===== config.mk =====
export PLATFORM = sky130hd
export DESIGN_NAME = button_press_decimal_counter_unit_flat
export DESIGN_NICKNAME = d
export VERILOG_FILES = /design/src/rtl/bpdc_pkg.sv /design/src/rtl/bpdc_if.sv /design/src/rtl/bpdc_core.sv /design/src/rtl/button_press_decimal_counter_unit.sv /design/src/flat_wrapper.sv
export SDC_FILE = /design/constraint.sdc
export NUM_CORES = 1
export LEC_CHECK = 0
export CAP_MARGIN = 20
export CORE_AREA = 2 2 185 187
export DETAILED_ROUTE_END_ITERATION = 8
export DIE_AREA = 0 0 187 189
export DONT_BUFFER_PORTS = 1
export SLEW_MARGIN = 0
export SYNTH_ARGS = -nofsm -noshare
export SYNTH_HDL_FRONTEND = slang
export SYNTH_SLANG_ARGS = --single-unit

===== constraint.sdc =====
create_clock -name clk -period 3.9 [get_ports clk]
set_input_delay 0 -clock clk [delete_from_list [all_inputs] [get_ports clk]]
set_output_delay 0 -clock clk [all_outputs]
set_load 0.1 [all_outputs]

===== src/rtl/bpdc_pkg.sv =====
package bpdc_pkg;

	localparam int SETTLE_W   = 8;
	localparam int LONG_W     = 10;
	localparam int CFG_DATA_W = 10;
	localparam int COUNT_W    = 36;

	localparam logic [SETTLE_W-1:0] SETTLE_RESET = 8'd2;
	localparam logic [LONG_W-1:0]   LONG_RESET   = 10'd200;

	typedef logic [0:0] cfg_index_t;

	localparam cfg_index_t CFG_SETTLE = 1'b0;
	localparam cfg_index_t CFG_LONG   = 1'b1;

	typedef enum logic [1:0] {
		EV_NONE  = 2'd0,
		EV_SHORT = 2'd1,
		EV_LONG  = 2'd2
	} press_event_t;

	typedef enum logic [2:0] {
		PH_IDLE         = 3'd0,
		PH_SETTLE_IN    = 3'd1,
		PH_HOLD         = 3'd2,
		PH_WAIT_RELEASE = 3'd3,
		PH_SETTLE_OUT   = 3'd4
	} phase_t;

endpackage


===== src/rtl/bpdc_if.sv =====
interface bpdc_in_if;
	logic valid;
	logic ready;
	logic button_low;

	modport source (output valid, output button_low, input ready);
	modport sink (input valid, input button_low, output ready);
endinterface

interface bpdc_out_if;
	logic        valid;
	logic        ready;
	logic [1:0]  press_event;
	logic [35:0] bcd_count;

	modport source (output valid, output press_event, output bcd_count, input ready);
	modport sink (input valid, input press_event, input bcd_count, output ready);
endinterface


===== src/rtl/bpdc_core.sv =====
module bpdc_core
	import bpdc_pkg::*;
#(
	parameter int DIGITS = 9
) (
	input  logic                  clk,
	input  logic                  arst_n,
	input  logic                  step,
	input  logic                  pressed,
	input  logic [SETTLE_W-1:0]   settle_ticks,
	input  logic [LONG_W-1:0]     long_ticks,
	output press_event_t          press_event,
	output logic [4*DIGITS-1:0]   bcd_next
);

	localparam int BW = 4 * DIGITS;

	phase_t              phase_q, phase_d;
	logic [LONG_W-1:0]   timer_q, timer_d;
	press_event_t        pending_q, pending_d;
	logic [BW-1:0]       bcd_q;
	logic [BW-1:0]       bcd_inc;
	logic [DIGITS:0]     carry;
	logic [LONG_W-1:0]   timer_inc;
	logic                settle_zero;
	logic                settle_done;
	logic                long_done;

	assign timer_inc   = timer_q + 10'd1;
	assign settle_zero = (settle_ticks == '0);
	assign settle_done = (timer_inc >= {2'b00, settle_ticks});
	assign long_done   = (timer_inc >= long_ticks);

	// A digit steps only when every lower digit rolls over; a digit above nine rolls like nine.
	always_comb begin
		carry[0] = 1'b1;
		for (int i = 0; i < DIGITS; i++) begin
			carry[i+1] = carry[i] && (bcd_q[4*i +: 4] >= 4'd9);
			if (!carry[i]) begin
				bcd_inc[4*i +: 4] = bcd_q[4*i +: 4];
			end else if (bcd_q[4*i +: 4] >= 4'd9) begin
				bcd_inc[4*i +: 4] = 4'd0;
			end else begin
				bcd_inc[4*i +: 4] = bcd_q[4*i +: 4] + 4'd1;
			end
		end
	end

	always_comb begin
		phase_d   = phase_q;
		timer_d   = timer_q;
		pending_d = pending_q;
		unique case (phase_q)
			PH_IDLE: begin
				if (pressed) begin
					timer_d = '0;
					phase_d = settle_zero ? PH_HOLD : PH_SETTLE_IN;
				end
			end
			PH_SETTLE_IN: begin
				timer_d = timer_inc;
				if (settle_done) begin
					timer_d = '0;
					phase_d = PH_HOLD;
				end
			end
			PH_HOLD: begin
				if (!pressed) begin
					timer_d   = '0;
					pending_d = settle_zero ? EV_NONE : EV_SHORT;
					phase_d   = settle_zero ? PH_IDLE : PH_SETTLE_OUT;
				end else begin
					timer_d = timer_inc;
					if (long_done) begin
						timer_d = '0;
						phase_d = PH_WAIT_RELEASE;
					end
				end
			end
			PH_WAIT_RELEASE: begin
				if (!pressed) begin
					timer_d   = '0;
					pending_d = settle_zero ? EV_NONE : EV_LONG;
					phase_d   = settle_zero ? PH_IDLE : PH_SETTLE_OUT;
				end
			end
			PH_SETTLE_OUT: begin
				timer_d = timer_inc;
				if (settle_done) begin
					timer_d   = '0;
					pending_d = EV_NONE;
					phase_d   = PH_IDLE;
				end
			end
			default: begin
				timer_d   = '0;
				pending_d = EV_NONE;
				phase_d   = PH_IDLE;
			end
		endcase
	end

	always_comb begin
		press_event = EV_NONE;
		unique case (phase_q)
			PH_HOLD: begin
				if (!pressed && settle_zero) begin
					press_event = EV_SHORT;
				end
			end
			PH_WAIT_RELEASE: begin
				if (!pressed && settle_zero) begin
					press_event = EV_LONG;
				end
			end
			PH_SETTLE_OUT: begin
				if (settle_done) begin
					press_event = pending_q;
				end
			end
			default: begin
				press_event = EV_NONE;
			end
		endcase
	end

	always_comb begin
		case (press_event)
			EV_SHORT: bcd_next = bcd_inc;
			EV_LONG:  bcd_next = '0;
			default:  bcd_next = bcd_q;
		endcase
	end

	always_ff @(posedge clk or negedge arst_n) begin
		if (!arst_n) begin
			phase_q   <= PH_IDLE;
			timer_q   <= '0;
			pending_q <= EV_NONE;
			bcd_q     <= '0;
		end else if (step) begin
			phase_q   <= phase_d;
			timer_q   <= timer_d;
			pending_q <= pending_d;
			bcd_q     <= bcd_next;
		end
	end

endmodule


===== src/rtl/button_press_decimal_counter_unit.sv =====
// A sample transaction passes through the input register and then the result register.
// Throughput: one sample per cycle while the skid entry is empty; a two-entry result
// buffer absorbs a stalled output.
// Reset clears the press state, the counter and all valid flags, and loads the
// settle and long limits with 2 and 200 ticks.
module button_press_decimal_counter_unit
	import bpdc_pkg::*;
#(
	parameter int DIGITS = 9
) (
	input  logic                  clk,
	input  logic                  arst_n,
	bpdc_in_if.sink               sample,
	bpdc_out_if.source            result,
	input  logic                  cfg_we,
	input  cfg_index_t            cfg_index,
	input  logic [CFG_DATA_W-1:0] cfg_data
);

	localparam int BW = 4 * DIGITS;

	logic [SETTLE_W-1:0] settle_q;
	logic [LONG_W-1:0]   long_q;

	logic                v_s1;
	logic                button_s1;

	logic                out_valid_q;
	press_event_t        out_event_q;
	logic [COUNT_W-1:0]  out_bcd_q;
	logic                skid_valid_q;
	press_event_t        skid_event_q;
	logic [COUNT_W-1:0]  skid_bcd_q;

	logic                accept;
	logic                advance;
	logic                out_take;
	logic                to_out;
	press_event_t        core_event;
	logic [BW-1:0]       core_bcd;
	logic [BW+COUNT_W-1:0] bcd_ext;
	logic [COUNT_W-1:0]  new_bcd;

	assign accept   = sample.valid && sample.ready;
	assign advance  = v_s1 && !skid_valid_q;
	assign out_take = out_valid_q && result.ready;
	assign to_out   = !out_valid_q || out_take;

	assign sample.ready = !v_s1 || !skid_valid_q;

	assign bcd_ext = {{COUNT_W{1'b0}}, core_bcd};
	assign new_bcd = bcd_ext[COUNT_W-1:0];

	always_ff @(posedge clk or negedge arst_n) begin
		if (!arst_n) begin
			settle_q <= SETTLE_RESET;
			long_q   <= LONG_RESET;
		end else if (cfg_we) begin
			unique case (cfg_index)
				CFG_SETTLE: settle_q <= cfg_data[SETTLE_W-1:0];
				CFG_LONG:   long_q   <= cfg_data[LONG_W-1:0];
				default:    settle_q <= settle_q;
			endcase
		end
	end

	bpdc_core #(
		.DIGITS(DIGITS)
	) u_core (
		.clk          (clk),
		.arst_n       (arst_n),
		.step         (advance),
		.pressed      (button_s1),
		.settle_ticks (settle_q),
		.long_ticks   (long_q),
		.press_event  (core_event),
		.bcd_next     (core_bcd)
	);

	always_ff @(posedge clk or negedge arst_n) begin
		if (!arst_n) begin
			v_s1 <= 1'b0;
		end else if (accept) begin
			v_s1 <= 1'b1;
		end else if (advance) begin
			v_s1 <= 1'b0;
		end
	end

	always_ff @(posedge clk) begin
		if (accept) begin
			button_s1 <= sample.button_low;
		end
	end

	always_ff @(posedge clk or negedge arst_n) begin
		if (!arst_n) begin
			out_valid_q  <= 1'b0;
			skid_valid_q <= 1'b0;
		end else begin
			if (advance) begin
				if (to_out) begin
					out_valid_q <= 1'b1;
				end else begin
					skid_valid_q <= 1'b1;
				end
			end else if (out_take) begin
				out_valid_q  <= skid_valid_q;
				skid_valid_q <= 1'b0;
			end
		end
	end

	always_ff @(posedge clk) begin
		if (advance) begin
			if (to_out) begin
				out_event_q <= core_event;
				out_bcd_q   <= new_bcd;
			end else begin
				skid_event_q <= core_event;
				skid_bcd_q   <= new_bcd;
			end
		end else if (out_take && skid_valid_q) begin
			out_event_q <= skid_event_q;
			out_bcd_q   <= skid_bcd_q;
		end
	end

	assign result.valid       = out_valid_q;
	assign result.press_event = out_event_q;
	assign result.bcd_count   = out_bcd_q;

`ifndef ASSERT_OFF
	a_skid_behind_out: assert property (@(posedge clk) disable iff (!arst_n)
		skid_valid_q |-> out_valid_q)
		else $error("Skid entry holds a result while the output register is empty.");

	a_long_clears: assert property (@(posedge clk) disable iff (!arst_n)
		(result.valid && result.press_event == EV_LONG) |-> (result.bcd_count == '0))
		else $error("A long press result carries a nonzero count.");

	a_accept_fills_s1: assert property (@(posedge clk) disable iff (!arst_n)
		accept |=> v_s1)
		else $error("An accepted transaction did not reach the input register.");

	a_no_event_while_idle_out: assert property (@(posedge clk) disable iff (!arst_n)
		(advance && !to_out) |-> !skid_valid_q)
		else $error("A result was written over a full skid entry.");
`endif

endmodule


===== src/flat_wrapper.sv =====
// flat-port wrapper written by rule: the top's interface ports become plain ports
module button_press_decimal_counter_unit_flat import bpdc_pkg::*;
#(
	parameter int DIGITS = 9
)
  (clk, arst_n, cfg_we, cfg_index, cfg_data, sample_valid, sample_button_low, sample_ready, result_valid, result_press_event, result_bcd_count, result_ready);
  bpdc_in_if sample_i ();
  bpdc_out_if result_i ();
  input  logic clk;
  input  logic arst_n;
  input  logic cfg_we;
  input  cfg_index_t cfg_index;
  input  logic [CFG_DATA_W-1:0] cfg_data;
  input wire logic [$bits(sample_i.valid)-1:0] sample_valid;
  input wire logic [$bits(sample_i.button_low)-1:0] sample_button_low;
  output wire logic [$bits(sample_i.ready)-1:0] sample_ready;
  output wire logic [$bits(result_i.valid)-1:0] result_valid;
  output wire logic [$bits(result_i.press_event)-1:0] result_press_event;
  output wire logic [$bits(result_i.bcd_count)-1:0] result_bcd_count;
  input wire logic [$bits(result_i.ready)-1:0] result_ready;
  assign sample_i.valid = sample_valid;
  assign sample_i.button_low = sample_button_low;
  assign sample_ready = sample_i.ready;
  assign result_valid = result_i.valid;
  assign result_press_event = result_i.press_event;
  assign result_bcd_count = result_i.bcd_count;
  assign result_i.ready = result_ready;
  button_press_decimal_counter_unit #(.DIGITS(DIGITS)) u_core (.clk(clk), .arst_n(arst_n), .sample(sample_i), .result(result_i), .cfg_we(cfg_we), .cfg_index(cfg_index), .cfg_data(cfg_data));
endmodule

Yosys cells after proc, flatten, opt, wreduce, memory -nomap -nowiden
Cells that the tools add are included.
W data, S select, Z words.
{"block": "totals", "reg_bits": 149, "output_inout_bits": 40}
{"block": "classes", "reduce_logical": 34, "eq_ne": 14, "bitwise": 3, "order_cmp": 11, "mux": 57, "addsub": 10}
{"cell": "$mux W36", "count": 3}
{"cell": "$pmux W36 S2", "count": 1}
{"cell": "$mux W4", "count": 17}
{"cell": "$mux W10", "count": 5}
{"cell": "$pmux W10 S4", "count": 1}
{"cell": "$add A4 B1 Y4 const B", "count": 9}
{"cell": "$ge A4 B4 Y1 const B", "count": 9}
{"cell": "$mux W3", "count": 7}
{"cell": "$mux W2", "count": 10}
{"cell": "$pmux W3 S5", "count": 1}
{"cell": "$logic_and A1 B1 Y1", "count": 12}
{"cell": "$ne A2 B2 Y1 const B", "count": 6}
{"cell": "$reduce_and A2 Y1", "count": 6}
{"cell": "$add A10 B1 Y10 const B", "count": 1}
{"cell": "$ge A10 B10 Y1", "count": 1}
{"cell": "$ge A10 B8 Y1", "count": 1}
{"cell": "$mux W1", "count": 10}
{"cell": "$logic_not A8 Y1", "count": 1}
{"cell": "$pmux W2 S4", "count": 1}
{"cell": "$eq A3 B2 Y1 const B", "count": 2}
{"cell": "$pmux W2 S3", "count": 1}
{"cell": "$reduce_and A6 Y1", "count": 1}
{"cell": "$reduce_bool A2 Y1", "count": 3}
{"cell": "$reduce_and A5 Y1", "count": 1}
{"cell": "other kinds (12)", "count": 19}

Longest topological paths before layout
{"block": "depth", "word_depth": 12, "ltp_mapped": 19}

By module
Synthesis repeated with hierarchy kept, for this count alone.
{"block": "hier_totals", "cells_unflattened": 707, "area_unflattened_um2": 8109.0}
{"module": "bpdc_core", "seq_area_each_um2": 1276.2, "area_per_inst_um2": 4325.4, "cells_each": 532, "n_inst": 1}
{"module": "button_press_decimal_counter_unit", "seq_area_each_um2": 2842.7, "area_per_inst_um2": 3783.6, "cells_each": 175, "n_inst": 1}

Worst setup path before layout
OpenSTA, ideal clock, no wires.
{"block": "synth_timing", "path_kind": "register to register", "startpoint": "register u_core.u_core.timer_q[2]", "endpoint": "register u_core.out_bcd_q[18], in the netlist u_core.result.bcd_count[18] (data pin)", "slack_ps": -154, "stages_incl_launch_ff": 19, "synth_period_minus_slack_ps": 4054, "required_ps": 3748, "t_arrival_ps": 3902, "path_cell_list": "dfrtp_1 > and3_1 > and2_0 > and3_1 > xor2_1 > ha_1 > and2_1 > o21ai_0 > o211ai_1 > a21o_1 > nand2b_1 > nand2_1 > ha_1 > clkbuf_1 > clkbuf_1 > clkbuf_1 > clkbuf_1 > nand2_1 > a31oi_1"}
{"block": "synth_via", "elab_chain_cells": 8, "word_cells_on_any_way": 9}
{"element": "start, declared", "line_no": "bpdc_core.sv:19", "rtl": "logic [LONG_W-1:0] timer_q, timer_d;"}
{"element": "start signal, assigned", "line_no": "bpdc_core.sv:143", "rtl": "timer_q <= timer_d;"}
{"element": "$add A10 B1 Y10 (*)", "line_no": "bpdc_core.sv:29", "rtl": "assign timer_inc = timer_q + 10'd1;"}
{"element": "$ge A10 B8 Y1 (*)", "line_no": "bpdc_core.sv:31", "rtl": "assign settle_done = (timer_inc >= {2'b00, settle_ticks});"}
{"element": "$mux W2 (*)", "line_no": "bpdc_core.sv:117", "rtl": "if (settle_done) begin"}
{"element": "$pmux W2 S3 (*)", "line_no": "bpdc_core.sv:105", "rtl": "unique case (phase_q)"}
{"element": "named net u_core.core_event[0]", "line_no": "button_press_decimal_counter_unit.sv:39", "rtl": "press_event_t core_event;"}
{"element": "$eq A2 B2 Y1 or $eq A2 B1 Y1 (tied branches)", "line_no": "bpdc_core.sv:128", "rtl": "case (press_event)"}
{"element": "$pmux W36 S2 (*)", "line_no": "bpdc_core.sv:128"}
{"element": "$mux W36 (*)", "line_no": "button_press_decimal_counter_unit.sv:116", "rtl": "if (to_out) begin"}
{"element": "$mux W36 (*)", "line_no": "button_press_decimal_counter_unit.sv:115", "rtl": "if (advance) begin"}
{"element": "end signal, assigned", "line_no": "button_press_decimal_counter_unit.sv:118", "rtl": "out_bcd_q <= new_bcd;"}
{"element": "end signal, assigned", "line_no": "button_press_decimal_counter_unit.sv:125", "rtl": "out_bcd_q <= skid_bcd_q;"}
{"element": "end, declared", "line_no": "button_press_decimal_counter_unit.sv:30", "rtl": "logic [COUNT_W-1:0] out_bcd_q;"}
Mark *: on every way through the listed nets, which the timed path passes. The rest lies on a longest branch. The select of a mux whose other input is x is not followed.
A chain may end at the register's enable or synchronous reset.

Worst setup path in the final report
{"block": "layout_timing", "startpoint": "register u_core.u_core.timer_q[2]", "endpoint": "register u_core.out_bcd_q[34], in the netlist u_core.result.bcd_count[34] (data pin)"}
Same word-level chain as after synthesis.

==> key figures <==
Run status
  – Status: complete, no violations

Timing
  – Final period util: a little over nine tenths
  – Tightest Pin Transition: around 1.1 ns
  – # setup viols final: 0
  – Fmax: around 270 MHz
  – Max Slew Vio Count: 0
  – Tmin final: about 3.8 ns
  – Fin Clk Skew: 0.0116 ns
  – RSZ-0062 raised after global routing: true
  – Rel. slew slack: just under 30%
  – Final Hold Vio Count: 0

Synth
  – Distinct cell type count after synthesis: slightly below 70
  – Register bit total from synthesis: about 150
  – Post-synth top flop: edfxtp_1
  – EDFF count, synth: 77
  – Compound-Gate Fraction of Synth Area: between 15 and 20%
  – FFs w/ async S/R, synth: 48.3%
  – Synthesized area: between 7000 and 8000 um^2
  – Post-synthesis mux area share: under 10%
  – Post-synthesis xor/xnor area fraction: 1.10%
  – Sequential area share after synthesis: between 50% and 60%
  – Mapped Nets: slightly above 800
  – Post-Syn Instances: about 750
  – Syn Area/Cell: roughly 11 um^2
  – Synth Warn #: 0
  – Synth Area in Adders: between 7 and 8%
  – Main combinational cell family by area after synthesis: compound AO/OA/AOI/OAI gates
  – Synth Area in Simple Gates: around 16%

Job
  – Maxcap violations: 0

Clocking
  – Max Root-Sink Buffers: 2
  – H-tree depth: 4
  – CTS Sinks: ~150
  – CTS tree: built
  – Clock transition at path regs: 0.06 ns
  – Clk_lat worst skew: 0.44 ns
  – CTS Buf Count: 17
  – Clk root buf: clkbuf_16

GRT
  – Number of antenna violations at the first check in global routing: 0
  – Gr usage total: around 11%
  – Gr ovfl total: 0
  – Largest net degree at the start of global routing: 73
  – Number of global-route vias before repair: between 5000 and 6000
  – First-pass GRT wire length: between 30000 and 40000 um

Setup path
  – Worst setup EP type: register
  – WP data required: slightly above 4 ns
  – Critical path fanouts, max: 5
  – Kind of critical path: register to register
  – Critical Path AT: roughly 3.9 ns
  – Startpoint types: register

Placed design
  – Placed wire-length estimate: roughly 13000 um
  – Count of input and output buffers: 0
  – Gpl congestion: about 0.85
  – Placed cell area: 8730 um^2

Route
  – DR vias: 5897
  – Via density: between 4 and 5
  – DR pass1 iterations: 5
  – Remaining DRCs: 0
  – Drt initial violations: slightly below 400
  – Routed wire length per instance: about 15 um
  – Total Wirelength: roughly 19000 um
  – ANT nets after route: 0

Pwr
  – Total power: ~0.0069 W
  – Worst VDD drop: ~0.31 mV
  – P per Cell Area: 703 nW/um^2
  – Static Leak: roughly 4 nW

Layout
  – Layout cells sized above 1: 17.6%
  – Filler Cells Inserted: roughly 3500
  – Final instance area: slightly below 10000 um^2
  – Nets: just under 900
  – Antenna Cells: 0
  – Area delta synth->final: 22.9%

Floorplan
  – Chip width: 187 um
  – Initial Util: roughly a quarter
  – Rows: 67
  – Die area: around 35000 um^2
  – Die span in y: roughly 190 um
  – Core box area: 33300 um^2
  – I/O pin count: 57

Hold path
  – HP Class: primary input to register
## critical path, cell delays in order (launching register included)
cell and delay, ns:
dfrtp_1 0.37, and3_1 0.20, and2_4 0.18, and3_4 0.19, xor2_2 0.15, ha_1 0.31, and2_4 0.17, nand4_1 0.11
o211ai_1 0.10, a21o_1 0.23, nand2b_1 0.12, nand2_2 0.09, ha_4 0.31, nand2b_1 0.25, a21oi_4 0.07, a21oi_1 0.15
a21oi_1 0.09, o221a_2 0.25, a21o_1 0.16
## state kept, by name (all words and copies together) (netlist names), 3 cells and up
register,flops
u_core.u_core.phase_q,3
u_core.result.bcd_count,36
u_core.settle_q,8
u_core.long_q,10
u_core.skid_bcd_q,36
u_core.u_core.timer_q,10
u_core.u_core.bcd_q,36
## synthesized netlist by cell type, types with 3 or more instances
cell / number / area (um^2)
a211oi_1: 5 / 37.5
a21boi_0: 7 / 52.6
a21o_1: 18 / 135
a21oi_1: 32 / 160
a22o_1: 14 / 123
a31oi_1: 19 / 119
a32o_1: 5 / 50.1
and2_1: 10 / 62.6
and3_1: 8 / 50.1
clkbuf_1: 28 / 105
dfrtp_1: 68 / 1700
dfstp_2: 4 / 105
edfxtp_1: 77 / 2310
ha_1: 47 / 588
inv_1: 54 / 203
mux2_2: 17 / 191
mux2i_1: 3 / 30.0
nand2_1: 72 / 270
nand2b_1: 18 / 113
nand3_1: 23 / 115
nand3b_1: 4 / 30.0
nand4_1: 7 / 43.8
nor2_1: 54 / 203
nor3_1: 5 / 25.0
nor4_1: 6 / 37.5
o211ai_1: 3 / 22.5
o21a_1: 9 / 67.6
o21ai_0: 41 / 205
o21bai_1: 3 / 22.5
o221ai_1: 3 / 26.3
o2bb2ai_1: 3 / 26.3
o31ai_1: 7 / 52.6
o41ai_1: 3 / 26.3
or2_2: 5 / 31.3
or3_1: 7 / 43.8
or3b_2: 5 / 43.8
or4_1: 3 / 22.5
xnor2_1: 7 / 61.3
xor2_1: 3 / 26.3
## what timing repair did
action                                  4_1_cts  5_1_grt
pin swaps                                     0        7
resized for setup                             5       25
hold buffers                                 28        0
setup buffers                                 1        2
endpoints found under the hold margin        95        0
endpoints found under the setup margin       27       93
cloned                                        0        0
## path summary, 6_finish.rpt
| kind | slack, ns | startpoint | cells past startpoint | endpoint |
|---|---|---|---|---|
| setup / recovery | 0.14 | u_core.u_core.timer_q[2] | 18 | u_core.result.bcd_count[34] |
| hold / removal | 0.08 | cfg_we | 3 | u_core.settle_q[7] |
| setup reg to reg | 0.14 | u_core.u_core.timer_q[2] | 18 | u_core.result.bcd_count[34] |
| hold reg to reg | 0.51 | u_core.long_q[5] | 1 | u_core.long_q[5] |
| max in group asynchronous | 3.42 | arst_n | 2 | u_core.u_core.bcd_q[8] |
| min in group asynchronous | 0.15 | arst_n | 2 | u_core.u_core.bcd_q[15] |
## report_power, final
group,internal [W],switching [W]
combinational,0.000476,0.000912
clock,0.000949,0.000707
sequential,0.00217,0.00165
## metrics by stage
stage	instances	util [%]	hold WS, ns	setup TNS (ns)	setup WS [ns]
finish	1271	29.3	0.0814	0	0.145
global route	1271	29.3	0.124	-0.383	-0.0610
CTS	1269	29.0	0.0656	0	0.0174
detailed placement	1208	26.2	-0.292	-1.27	-0.120
global placement	1208	26.2	-0.291	-0.0541	-0.0254
floorplan	748	-	-0.296	0	0.00115
## cell families after synthesis
kind of cell	count (synthesis)
adders and majority gates	47
muxes	22
xor gates and xnor gates	10
buffers and inverters	84
AOI/OAI and AO/OA	195
and+or+nand+nor	241
DFF	149
## cell type report
type | instances | area [um^2] | share of cell area [%]
Clock buffer | 18 | 429 | 4.40
Clock inverter | 14 | 151 | 1.55
Inverter | 54 | 203 | 2.08
Multi-Input combinational cell | 515 | 3660 | 37.5
Sequential cell | 149 | 4120 | 42.2
Tap cell | 448 | 561 | 5.74
Timing Repair Buffer | 73 | 639 | 6.55
## routing by layer
metal  vias up  wire [um]  part of all wire, %  track usage, %
met5         -          0                    0               0
met4         0        318                  1.6            3.51
met3        22        899                  4.6            2.87
met2       127       9150                   47            18.2
met1      2890       9110                   47            15.0
li1       2858          -                    -               -
## cell usage in the layout, fill, tap and decap left out, types with 18 or more instances in the layout
cell type	n
nand3_1	23
a31oi_1	19
a21oi_1	27
edfxtp_1	77
inv_1	54
ha_1	45
a21o_1	18
dfrtp_1	68
nand2_1	71
buf_4	44
o21ai_0	40
nor2_1	53
dlygate4sd3_1	27
No activity file was read; power rests on OpenSTA's default activity.
